**src/sv/xcfr_pkg.sv**
```systemverilog
`default_nettype none

package xcfr_pkg;

  localparam logic [7:0]  SYNC_FIRST  = 8'hAA;
  localparam logic [7:0]  SYNC_SECOND = 8'hBB;
  localparam logic [15:0] ADDR_ONE    = 16'h0001;

  typedef enum logic [2:0] {
    STAT_HUNTING  = 3'd0,
    STAT_IN_FRAME = 3'd1,
    STAT_ACCEPTED = 3'd2,
    STAT_CHK_FAIL = 3'd3,
    STAT_ADDR_BAD = 3'd4,
    STAT_TOO_LONG = 3'd5
  } status_t;

  typedef enum logic {
    KIND_STATUS  = 1'b0,
    KIND_PAYLOAD = 1'b1
  } kind_t;

  localparam logic [0:0] CFG_ADDRESS_MODE   = 1'd0;
  localparam logic [0:0] CFG_DEVICE_ADDRESS = 1'd1;

  typedef struct packed {
    logic       address_mode;
    logic [7:0] device_address;
  } cfg_t;

endpackage

`default_nettype wire

```
**src/sv/xcfr_if.sv**
```systemverilog
`default_nettype none

interface xcfr_in_if;
  logic       valid;
  logic       ready;
  logic [7:0] rx_byte;

  modport source (output valid, output rx_byte, input ready);
  modport sink (input valid, input rx_byte, output ready);
endinterface

interface xcfr_out_if;
  logic       valid;
  logic       ready;
  logic       kind;
  logic [2:0] status;
  logic [7:0] source_address;
  logic [4:0] payload_length;
  logic [7:0] payload_byte;
  logic       last;

  modport source (output valid, output kind, output status, output source_address,
                  output payload_length, output payload_byte, output last, input ready);
  modport sink (input valid, input kind, input status, input source_address,
                input payload_length, input payload_byte, input last, output ready);
endinterface

interface xcfr_cfg_if;
  logic       valid;
  logic       ready;
  logic [0:0] index;
  logic [7:0] data;

  modport source (output valid, output index, output data, input ready);
  modport sink (input valid, input index, input data, output ready);
endinterface

`default_nettype wire

```
**src/sv/xcfr_ram.sv**
```systemverilog
`default_nettype none

module xcfr_ram #(
  parameter int WIDTH = 8,
  parameter int DEPTH = 32
) (
  input  wire logic                                    clk,
  input  wire logic                                    we,
  input  wire logic [(DEPTH > 1 ? $clog2(DEPTH) : 1)-1:0] waddr,
  input  wire logic [WIDTH-1:0]                        wdata,
  input  wire logic                                    re,
  input  wire logic [(DEPTH > 1 ? $clog2(DEPTH) : 1)-1:0] raddr,
  output logic      [WIDTH-1:0]                        rdata
);

  logic [WIDTH-1:0] mem_r [DEPTH];

  always_ff @(posedge clk) begin
    if (we) begin
      mem_r[waddr] <= wdata;
    end
    if (re) begin
      rdata <= mem_r[raddr];
    end
  end

endmodule

`default_nettype wire

```
**src/sv/xcfr_parser.sv**
```systemverilog
`default_nettype none

module xcfr_parser
  import xcfr_pkg::*;
#(
  parameter int LEN_LIMIT = 26,
  parameter int ADDR_W    = 5
) (
  input  wire logic              clk,
  input  wire logic              rst_n,
  input  wire cfg_t              cfg,
  xcfr_in_if.sink                in_ch,
  xcfr_out_if.source             out_ch,
  output logic                   ram_we,
  output logic [ADDR_W-1:0]      ram_waddr,
  output logic [7:0]             ram_wdata,
  output logic                   ram_re,
  output logic [ADDR_W-1:0]      ram_raddr,
  input  wire logic [7:0]        ram_rdata
);

  localparam int POS_W = $clog2(LEN_LIMIT + 6);
  localparam int LEN_W = $clog2(LEN_LIMIT + 1);
  localparam logic [POS_W-1:0] P_HUNT = POS_W'(0);
  localparam logic [POS_W-1:0] P_SYNC = POS_W'(1);
  localparam logic [POS_W-1:0] P_SRC  = POS_W'(2);
  localparam logic [POS_W-1:0] P_DST  = POS_W'(3);
  localparam logic [POS_W-1:0] P_LEN  = POS_W'(4);
  localparam logic [POS_W-1:0] P_BODY = POS_W'(5);

  typedef enum logic [2:0] {
    ST_RX   = 3'b001,
    ST_READ = 3'b010,
    ST_SEND = 3'b100
  } state_t;

  state_t           state_r, state_nxt;
  logic [POS_W-1:0] pos_r, pos_nxt;
  logic [7:0]       xor_r, xor_nxt;
  logic [7:0]       src_r, src_nxt;
  logic [LEN_W-1:0] len_r, len_nxt;
  logic [LEN_W-1:0] idx_r, idx_nxt;

  logic             out_valid_r, out_valid_nxt;
  logic             out_kind_r, out_kind_nxt;
  logic [2:0]       out_status_r, out_status_nxt;
  logic [7:0]       out_src_r, out_src_nxt;
  logic [4:0]       out_len_r, out_len_nxt;
  logic [7:0]       out_byte_r, out_byte_nxt;
  logic             out_last_r, out_last_nxt;

  logic             out_free;
  logic             in_acc;
  logic [7:0]       b;
  status_t          stat;
  logic             frame_ok;
  logic             addr_match;
  logic [7:0]       src_v;
  logic             in_body;

  assign out_free     = !out_valid_r || out_ch.ready;
  assign in_ch.ready  = (state_r == ST_RX) && out_free;
  assign in_acc       = in_ch.valid && in_ch.ready;
  assign b            = in_ch.rx_byte;
  assign in_body      = {1'b0, pos_r} <= ((POS_W + 1)'(len_r) + (POS_W + 1)'(4));

  assign out_ch.valid          = out_valid_r;
  assign out_ch.kind           = out_kind_r;
  assign out_ch.status         = out_status_r;
  assign out_ch.source_address = out_src_r;
  assign out_ch.payload_length = out_len_r;
  assign out_ch.payload_byte   = out_byte_r;
  assign out_ch.last           = out_last_r;

  always_comb begin
    if (cfg.address_mode) begin
      addr_match = (b == cfg.device_address);
    end else begin
      addr_match = (cfg.device_address < 8'd16) &&
                   ({src_r, b} == (ADDR_ONE << cfg.device_address[3:0]));
    end
  end

  always_comb begin
    state_nxt      = state_r;
    pos_nxt        = pos_r;
    xor_nxt        = xor_r;
    src_nxt        = src_r;
    len_nxt        = len_r;
    idx_nxt        = idx_r;
    out_valid_nxt  = out_valid_r && !out_ch.ready;
    out_kind_nxt   = out_kind_r;
    out_status_nxt = out_status_r;
    out_src_nxt    = out_src_r;
    out_len_nxt    = out_len_r;
    out_byte_nxt   = out_byte_r;
    out_last_nxt   = out_last_r;
    stat           = STAT_IN_FRAME;
    frame_ok       = 1'b0;
    ram_we         = 1'b0;
    ram_waddr      = ADDR_W'(pos_r - P_BODY);
    ram_wdata      = b;
    ram_re         = 1'b0;
    ram_raddr      = idx_r[ADDR_W-1:0];
    src_v          = (pos_r == P_HUNT || pos_r == P_SYNC) ? 8'd0 :
                     (pos_r == P_SRC) ? b : src_r;

    unique case (state_r)
      ST_RX: begin
        if (in_acc) begin
          case (pos_r)
            P_HUNT: begin
              if (b == SYNC_FIRST) begin
                pos_nxt = P_SYNC;
              end else begin
                stat = STAT_HUNTING;
              end
            end
            P_SYNC: begin
              if (b == SYNC_SECOND) begin
                pos_nxt = P_SRC;
              end else begin
                pos_nxt = P_HUNT;
                stat    = STAT_HUNTING;
              end
            end
            P_SRC: begin
              src_nxt = b;
              xor_nxt = b;
              pos_nxt = P_DST;
            end
            P_DST: begin
              xor_nxt = xor_r ^ b;
              if (addr_match) begin
                pos_nxt = P_LEN;
              end else begin
                pos_nxt = P_HUNT;
                stat    = STAT_ADDR_BAD;
              end
            end
            P_LEN: begin
              xor_nxt = xor_r ^ b;
              len_nxt = LEN_W'(b);
              if (b > 8'(LEN_LIMIT)) begin
                pos_nxt = P_HUNT;
                stat    = STAT_TOO_LONG;
              end else begin
                pos_nxt = P_BODY;
              end
            end
            default: begin
              if (in_body) begin
                ram_we  = 1'b1;
                xor_nxt = xor_r ^ b;
                pos_nxt = pos_r + POS_W'(1);
              end else begin
                pos_nxt = P_HUNT;
                if (b == xor_r) begin
                  stat     = STAT_ACCEPTED;
                  frame_ok = 1'b1;
                end else begin
                  stat = STAT_CHK_FAIL;
                end
              end
            end
          endcase
          out_valid_nxt  = 1'b1;
          out_kind_nxt   = KIND_STATUS;
          out_status_nxt = stat;
          out_src_nxt    = src_v;
          out_len_nxt    = frame_ok ? 5'(len_r) : 5'd0;
          out_byte_nxt   = 8'd0;
          out_last_nxt   = !(frame_ok && len_r != '0);
          if (frame_ok && len_r != '0) begin
            state_nxt = ST_READ;
            idx_nxt   = '0;
          end
        end
      end
      ST_READ: begin
        ram_re    = 1'b1;
        state_nxt = ST_SEND;
      end
      ST_SEND: begin
        if (out_free) begin
          out_valid_nxt  = 1'b1;
          out_kind_nxt   = KIND_PAYLOAD;
          out_status_nxt = STAT_ACCEPTED;
          out_src_nxt    = src_r;
          out_len_nxt    = 5'(len_r);
          out_byte_nxt   = ram_rdata;
          out_last_nxt   = (idx_r + LEN_W'(1)) == len_r;
          if ((idx_r + LEN_W'(1)) == len_r) begin
            state_nxt = ST_RX;
          end else begin
            idx_nxt   = idx_r + LEN_W'(1);
            state_nxt = ST_READ;
          end
        end
      end
      default: begin
        state_nxt = ST_RX;
      end
    endcase
  end

  always_ff @(posedge clk) begin
    if (!rst_n) begin
      state_r     <= ST_RX;
      pos_r       <= P_HUNT;
      xor_r       <= 8'd0;
      len_r       <= '0;
      idx_r       <= '0;
      out_valid_r <= 1'b0;
    end else begin
      state_r     <= state_nxt;
      pos_r       <= pos_nxt;
      xor_r       <= xor_nxt;
      len_r       <= len_nxt;
      idx_r       <= idx_nxt;
      out_valid_r <= out_valid_nxt;
    end
  end

  always_ff @(posedge clk) begin
    src_r        <= src_nxt;
    out_kind_r   <= out_kind_nxt;
    out_status_r <= out_status_nxt;
    out_src_r    <= out_src_nxt;
    out_len_r    <= out_len_nxt;
    out_byte_r   <= out_byte_nxt;
    out_last_r   <= out_last_nxt;
  end

  a_burst_start: assert property (@(posedge clk) disable iff (!rst_n)
    (in_acc && frame_ok && len_r != '0) |=> (state_r == ST_READ && idx_r == '0))
    else $error("accepted frame did not start its payload burst");

  a_read_then_send: assert property (@(posedge clk) disable iff (!rst_n)
    (state_r == ST_READ) |=> (state_r == ST_SEND))
    else $error("store read not followed by a send cycle");

  a_idx_in_range: assert property (@(posedge clk) disable iff (!rst_n)
    (state_r != ST_RX) |-> (idx_r < len_r))
    else $error("burst index beyond the frame length");

  a_pos_bound: assert property (@(posedge clk) disable iff (!rst_n)
    {1'b0, pos_r} <= (POS_W + 1)'(LEN_LIMIT + 5))
    else $error("byte position beyond the longest frame");

endmodule

`default_nettype wire

```
**src/sv/xor_checked_frame_receiver.sv**
```systemverilog
// Frame receiver for a byte-serial link with an XOR checksum.
// Bytes enter on in_ch, one item each, and frames of the form
// AA BB source destination length payload checksum are picked out of them.
// Every byte gives one status item on out_ch (kind 0, last set), except the
// checksum byte of an accepted frame, which gives a status item followed by
// one payload item per payload byte, the final one carrying last.
// Registers are written through cfg_ch, which is always ready: index 0 is the
// address mode, index 1 the device address. Write them only while idle.
// A byte is accepted whenever the output register is empty or being emptied,
// so ordinary bytes flow at one per cycle. Its status item appears in the
// cycle after acceptance. Payload bytes are read back from the frame store
// through its registered read port; each payload byte passes a read state
// and then a send state, and no input is accepted during the burst.
// When out_ch stalls, the pending item is held and in_ch stops accepting.
// Synchronous reset returns to hunting for the first sync byte with the
// address mode set to 1 and the device address cleared; the frame store
// needs no clearing as only bytes of the current frame are ever read.
`default_nettype none

module xor_checked_frame_receiver
  import xcfr_pkg::*;
#(
  parameter int FRAME_BYTES = 32
) (
  input  wire logic  clk,
  input  wire logic  rst_n,
  xcfr_in_if.sink    in_ch,
  xcfr_out_if.source out_ch,
  xcfr_cfg_if.sink   cfg_ch
);

  localparam int LEN_LIMIT = (FRAME_BYTES - 6 < 26) ? FRAME_BYTES - 6 : 26;
  localparam int ADDR_W    = (LEN_LIMIT > 1) ? $clog2(LEN_LIMIT) : 1;

  cfg_t              cfg_r;
  logic              ram_we;
  logic [ADDR_W-1:0] ram_waddr;
  logic [7:0]        ram_wdata;
  logic              ram_re;
  logic [ADDR_W-1:0] ram_raddr;
  logic [7:0]        ram_rdata;

  assign cfg_ch.ready = 1'b1;

  always_ff @(posedge clk) begin
    if (!rst_n) begin
      cfg_r.address_mode   <= 1'b1;
      cfg_r.device_address <= 8'd0;
    end else if (cfg_ch.valid) begin
      unique case (cfg_ch.index)
        CFG_ADDRESS_MODE:   cfg_r.address_mode   <= cfg_ch.data[0];
        CFG_DEVICE_ADDRESS: cfg_r.device_address <= cfg_ch.data;
        default: begin
        end
      endcase
    end
  end

  xcfr_parser #(
    .LEN_LIMIT (LEN_LIMIT),
    .ADDR_W    (ADDR_W)
  ) u_parser (
    .clk       (clk),
    .rst_n     (rst_n),
    .cfg       (cfg_r),
    .in_ch     (in_ch),
    .out_ch    (out_ch),
    .ram_we    (ram_we),
    .ram_waddr (ram_waddr),
    .ram_wdata (ram_wdata),
    .ram_re    (ram_re),
    .ram_raddr (ram_raddr),
    .ram_rdata (ram_rdata)
  );

  xcfr_ram #(
    .WIDTH (8),
    .DEPTH (LEN_LIMIT)
  ) u_store (
    .clk   (clk),
    .we    (ram_we),
    .waddr (ram_waddr),
    .wdata (ram_wdata),
    .re    (ram_re),
    .raddr (ram_raddr),
    .rdata (ram_rdata)
  );

endmodule

`default_nettype wire

```
**src/flat_wrapper.sv**
```systemverilog
// flat-port wrapper written by rule: the top's interface ports become plain ports
module xor_checked_frame_receiver_flat import xcfr_pkg::*;
#(
  parameter int FRAME_BYTES = 32
)
  (clk, rst_n, in_ch_valid, in_ch_rx_byte, in_ch_ready, out_ch_valid, out_ch_kind, out_ch_status, out_ch_source_address, out_ch_payload_length, out_ch_payload_byte, out_ch_last, out_ch_ready, cfg_ch_valid, cfg_ch_index, cfg_ch_data, cfg_ch_ready);
  xcfr_in_if in_ch_i ();
  xcfr_out_if out_ch_i ();
  xcfr_cfg_if cfg_ch_i ();
  input  wire logic clk;
  input  wire logic rst_n;
  input wire logic [$bits(in_ch_i.valid)-1:0] in_ch_valid;
  input wire logic [$bits(in_ch_i.rx_byte)-1:0] in_ch_rx_byte;
  output wire logic [$bits(in_ch_i.ready)-1:0] in_ch_ready;
  output wire logic [$bits(out_ch_i.valid)-1:0] out_ch_valid;
  output wire logic [$bits(out_ch_i.kind)-1:0] out_ch_kind;
  output wire logic [$bits(out_ch_i.status)-1:0] out_ch_status;
  output wire logic [$bits(out_ch_i.source_address)-1:0] out_ch_source_address;
  output wire logic [$bits(out_ch_i.payload_length)-1:0] out_ch_payload_length;
  output wire logic [$bits(out_ch_i.payload_byte)-1:0] out_ch_payload_byte;
  output wire logic [$bits(out_ch_i.last)-1:0] out_ch_last;
  input wire logic [$bits(out_ch_i.ready)-1:0] out_ch_ready;
  input wire logic [$bits(cfg_ch_i.valid)-1:0] cfg_ch_valid;
  input wire logic [$bits(cfg_ch_i.index)-1:0] cfg_ch_index;
  input wire logic [$bits(cfg_ch_i.data)-1:0] cfg_ch_data;
  output wire logic [$bits(cfg_ch_i.ready)-1:0] cfg_ch_ready;
  assign in_ch_i.valid = in_ch_valid;
  assign in_ch_i.rx_byte = in_ch_rx_byte;
  assign in_ch_ready = in_ch_i.ready;
  assign out_ch_valid = out_ch_i.valid;
  assign out_ch_kind = out_ch_i.kind;
  assign out_ch_status = out_ch_i.status;
  assign out_ch_source_address = out_ch_i.source_address;
  assign out_ch_payload_length = out_ch_i.payload_length;
  assign out_ch_payload_byte = out_ch_i.payload_byte;
  assign out_ch_last = out_ch_i.last;
  assign out_ch_i.ready = out_ch_ready;
  assign cfg_ch_i.valid = cfg_ch_valid;
  assign cfg_ch_i.index = cfg_ch_index;
  assign cfg_ch_i.data = cfg_ch_data;
  assign cfg_ch_ready = cfg_ch_i.ready;
  xor_checked_frame_receiver #(.FRAME_BYTES(FRAME_BYTES)) u_core (.clk(clk), .rst_n(rst_n), .in_ch(in_ch_i), .out_ch(out_ch_i), .cfg_ch(cfg_ch_i));
endmodule
```
**config.mk**
```make
export PLATFORM = sky130hd
export DESIGN_NAME = xor_checked_frame_receiver_flat
export DESIGN_NICKNAME = d
export VERILOG_FILES = /design/src/sv/xcfr_pkg.sv /design/src/sv/xcfr_if.sv /design/src/sv/xcfr_ram.sv /design/src/sv/xcfr_parser.sv /design/src/sv/xor_checked_frame_receiver.sv /design/src/flat_wrapper.sv
export SDC_FILE = /design/constraint.sdc
export NUM_CORES = 1
export LEC_CHECK = 0
export ABC_AREA = 1
export BUFFER_PORTS_ARGS = -buffer_cell sky130_fd_sc_hd__buf_2
export CORE_MARGIN = 1
export CORE_UTILIZATION = 25
export DETAILED_ROUTE_END_ITERATION = 10
export GPL_ROUTABILITY_DRIVEN = 0
export HOLD_SLACK_MARGIN = 0.06
export SLEW_MARGIN = 15
export SYNTH_ARGS = -nofsm -noshare
export SYNTH_HDL_FRONTEND = slang
export SYNTH_SLANG_ARGS = --single-unit
```
**constraint.sdc**
```tcl
create_clock -name clk -period 4.85 [get_ports clk]
set_clock_uncertainty 0.2 [all_clocks]
set_input_delay 0.97 -clock clk [delete_from_list [all_inputs] [get_ports clk]]
set_output_delay 0.97 -clock clk [all_outputs]
set_load 0.005 [all_outputs]
```
==> results.md <==
Run status:
- The run finished with clean final reports.

Synth:
- The number of synthesized flops with an enable pin is 250.
- The synthesized instance count is 1172.
- The most repeated cell in the gate-level netlist after synthesis is sky130_fd_sc_hd__edfxtp_1.
- The cell area after technology mapping is 12600 um^2.
- After synthesis, flip-flops and latches occupy 65.5% of the total area.
- In this run, synthesis produced a sequential element count of 286.
- Of all flip-flops after synthesis, the portion carrying an async set or reset was 0%.
- Of all cell types, the one taking the most synthesized area is sky130_fd_sc_hd__edfxtp_1.
- The commonest register cell after synthesis is sky130_fd_sc_hd__edfxtp_1.
- The Yosys step of the flow raised 0 warnings.
- By area the synthesized netlist is led by sky130_fd_sc_hd__edfxtp_1 60%, sky130_fd_sc_hd__o21ai_0 6.4%, sky130_fd_sc_hd__nor2_1 6.0%, sky130_fd_sc_hd__dfxtp_1 5.7%, sky130_fd_sc_hd__nand2_1 4.2%.
- The top cell type by area accounts for 59.7% of the synthesized area.
- After synthesis, the most frequently instantiated cells are 250 x sky130_fd_sc_hd__edfxtp_1, 200 x sky130_fd_sc_hd__nor2_1, 160 x sky130_fd_sc_hd__o21ai_0.
- After synthesis, the mean cell area works out to 10.7 um^2.
- The net count after synthesis is 1209.
- The distinct cell type count of the synthesized netlist is 40.

Final layout:
- Of the cells placed in the final design, the portion with a size suffix greater than 1 is 11.0%.
- Across the whole layout, storage elements account for 8230 um^2.
- The area occupied by multi-input gates is 3720 um^2.
- The number of fill cells is 5062.
- The number of antenna diodes is 0.
- The area growth from synthesis to layout is 15.2%.
- The number of nets in the final layout is 1244.
- Excluding fillers, the count of instances in the completed layout stands at 1894.

CTS:
- The TritonCTS clock tree is built.
- The tree is rooted in a sky130_fd_sc_hd__clkbuf_16.
- Buffers inserted to repair hold after CTS numbered 0.
- The number of buffers on the longest clock path is 3.
- The post-CTS setup repair buffer count is 0.
- The number of instances resized during post-cts repair is 0.
- The clock slew at the register clock pins of the worst setup and hold paths is 60 ps.
- The number of levels the H-tree was split into is 1.
- The total CTS buffers is 29.
- The later pin in the worst-skew pair is clocked with a latency of 570 ps.
- The tree built by TritonCTS fans out to 286 sinks.

Timing:
- The max-slew violation count is 0.
- The highest clock frequency the design can meet is 295 MHz.
- The final setup violation count is 0.
- The clock period minus worst slack is 3380 ps.
- For the pin with the worst max-slew slack, the measured transition is 1030 ps.
- Setup repair after global routing left no endpoint under its margin.
- Headroom to the max-slew limit came out at 31.3%.
- The hold violation total from the final report was 0.
- The final sum of negative setup slack is 0 ps.
- In the finished design, the share of the clock period the worst path needs comes to 69.8%.

Worst setup path:
- On the worst path, the slowest cell contributes a delay of 640 ps.
- The largest individual stage delay along the critical path comes from the cell sky130_fd_sc_hd__nor2_1.
- The startpoint class of the critical path is a flip-flop.
- The number of cells on the worst reg-to-reg path is 13.
- In this run the worst path has a maximum fanout of 8.
- The data required time of the critical path is 4830 ps.
- The critical path in this run is classified as flip-flop to flip-flop.
- The data arrival at the endpoint of the critical path is 3370 ps.
- The cell occurring most often along the worst timing path is sky130_fd_sc_hd__nand2_1.
- The element type at the critical path end is a flip-flop.
- Walking the worst path, the cells encountered are inv_1 > ha_1 > inv_1 > ha_1 > nand2_1 > nand2_1 > nand2_1 > nand3_1 > nand2_1 > nand2_1 > nor2_2 > nand2_1 > nor2_1.

Detailed routing:
- After detailed routing, the number of remaining DRC violations is 0.
- For this block, the via count after detailed routing is 9042.
- The initial detailed-routing violation count is 876.
- Using the TritonRoute via totals, the vias-per-cell ratio works out to 4.77.
- The iteration count of the initial detailed-routing pass is 5.
- The number of antenna-violating nets in the routed design is 0.
- The final wirelength is 34.0 mm.
- After detailed routing, the average wire length per cell comes to 18.0 um.

Place:
- Counting tap cells, the placed design contains a total of 1840 instances.
- The detailed placer's ending HPWL is 22.6 mm.
- The number of I/O port buffers is 49.

Power and ir drop:
- VDD sags by at most 0.231 mV.
- The overall power consumption is 6.23 mW.
- The leakage power figure is 5.01 nW.
- The power per cell area is 430 nW/um^2.

Job:
- The number of max-cap violations is 0.

Global routing:
- The number of antenna violations at the first check in global routing is 0.
- The aggregate global routing overflow is 0.
- The global-route total usage across every layer is 13.1%.
- The first-pass GRT wire length is 51.1 mm.
- The via count of the first global-routing pass is 8605.
- The pin count of the biggest net entering global routing is 105.

Die:
- Measured along the x axis, the die boundary spans 226 um.
- The top-level I/O count is 51.
- The floorplan step set the die height to 226 um.
- After floorplanning, the core was divided into 81 placement rows.
- The die covers 51200 um^2.
- The effective utilization at floorplan is 25.5%.
- The core outline area is 49300 um^2.

Worst hold path:
- The worst hold path passes through 2 cells.
- The worst hold path belongs to the class flip-flop to flip-flop.
## metal layers
layer	GRT usage, %	part of all wire, %
met1	17.1	43
met2	22.0	47
met3	2.60	7.2
met4	3.77	3.0
met5	0	0
## per-stage QoR
step,utilization [%],setup slack (ps),cell area (um^2),hold slack [ps]
after global placement,27.4,1110,13500,253
after floorplan,-,1230,12600,244
after global routing,29.4,1230,14500,298
final,29.4,1470,14500,275
after CTS,29.4,1470,14500,274
after detailed placement,27.4,1040,13500,266
## layout make-up
| class | count | share of cell area (%) |
|---|---|---|
| Clock buffer | 34 | 5.14 |
| Clock inverter | 20 | 1.66 |
| Inverter | 93 | 2.41 |
| Multi-Input combinational cell | 733 | 25.7 |
| Sequential cell | 286 | 56.8 |
| Tap cell | 664 | 5.74 |
| Timing Repair Buffer | 64 | 2.47 |
## layout by cell type, fill, tap and decap left out, types with 2 or more instances in the layout
cell type,count
sky130_fd_sc_hd__a21oi_1,35
sky130_fd_sc_hd__clkbuf_16,29
sky130_fd_sc_hd__nor2_1,200
sky130_fd_sc_hd__nand3_1,42
sky130_fd_sc_hd__nand3_2,2
sky130_fd_sc_hd__nand2_1,140
sky130_fd_sc_hd__o211ai_1,10
sky130_fd_sc_hd__o21ai_1,4
sky130_fd_sc_hd__clkinv_2,5
sky130_fd_sc_hd__xor2_1,9
sky130_fd_sc_hd__clkinvlp_4,3
sky130_fd_sc_hd__o22ai_1,24
sky130_fd_sc_hd__nor3_2,2
sky130_fd_sc_hd__xnor2_1,4
sky130_fd_sc_hd__a31oi_1,6
sky130_fd_sc_hd__buf_2,49
sky130_fd_sc_hd__or2_2,3
sky130_fd_sc_hd__bufinv_16,5
sky130_fd_sc_hd__nor3_1,4
sky130_fd_sc_hd__o21a_1,2
sky130_fd_sc_hd__a32oi_1,4
sky130_fd_sc_hd__nor2_4,2
sky130_fd_sc_hd__inv_1,82
sky130_fd_sc_hd__ha_1,15
sky130_fd_sc_hd__inv_2,9
sky130_fd_sc_hd__o21ai_0,159
sky130_fd_sc_hd__buf_4,15
sky130_fd_sc_hd__dfxtp_1,35
sky130_fd_sc_hd__edfxtp_1,250
sky130_fd_sc_hd__clkinv_1,8
sky130_fd_sc_hd__nor2_2,3
sky130_fd_sc_hd__nand4_1,21
sky130_fd_sc_hd__clkbuf_1,5
sky130_fd_sc_hd__nand4_2,2
sky130_fd_sc_hd__o221ai_1,32
## state kept, by name (all words and copies together) (netlist names)
register	cells
u_core.u_parser.state_r	3
u_core.u_parser.out_ch.source_address	8
u_core.u_parser.out_ch.last	1
u_core.u_parser.pos_r	5
u_core.cfg_r	9
u_core.u_parser.xor_r	8
u_core.u_parser.out_ch.status	3
u_core.u_parser.ram_raddr	5
u_core.u_parser.out_ch.kind	1
u_core.u_parser.out_ch.payload_length	5
u_core.u_parser.len_r	5
u_core.u_store.rdata	8
u_core.u_store.mem_r	208
u_core.u_parser.src_r	8
u_core.u_parser.out_ch.valid	1
u_core.u_parser.out_ch.payload_byte	8
## worst max-delay path: cells and delay by family, from the launching register on
family | cells | cell delay (ps)
adders and majority gates | 2 | 590
buffers and inverters | 2 | 140
DFF | 1 | 440
and+or+nand+nor | 9 | 1630
## report_power, final
part	internal [mW]	switching, mW	total [mW]
sequential	2.85	0.0981	2.95
combinational	0.302	0.665	0.967
clock	1.37	0.950	2.32
total	4.52	1.71	6.23
## kinds of logic after synthesis
kind of cell,after synthesis,synth area share [%]
AND/OR/NAND/NOR,424,14.3
buffers and inverters,153,4.90
adder cells (fa/ha/maj),15,1.49
other,1,0.0298
XOR/XNOR,13,0.906
flip-flops,286,65.5
AO/OA/AOI/OAI,280,12.9
## final timing paths
kind,slack [ps],end,startpoint
worst max register to register,1470,u_core.u_store.mem_r[13][7]$_DFFE_PP_,u_core.u_parser.len_r[2]$_SDFFE_PN0P_
worst max-delay path,1470,u_core.u_store.mem_r[13][7]$_DFFE_PP_,u_core.u_parser.len_r[2]$_SDFFE_PN0P_
worst min register to register,270,u_core.u_parser.xor_r[7]$_SDFFE_PN0P_,u_core.u_parser.xor_r[7]$_SDFFE_PN0P_
worst min-delay path,270,u_core.u_parser.xor_r[7]$_SDFFE_PN0P_,u_core.u_parser.xor_r[7]$_SDFFE_PN0P_
Power figures use the tool's default switching activity.
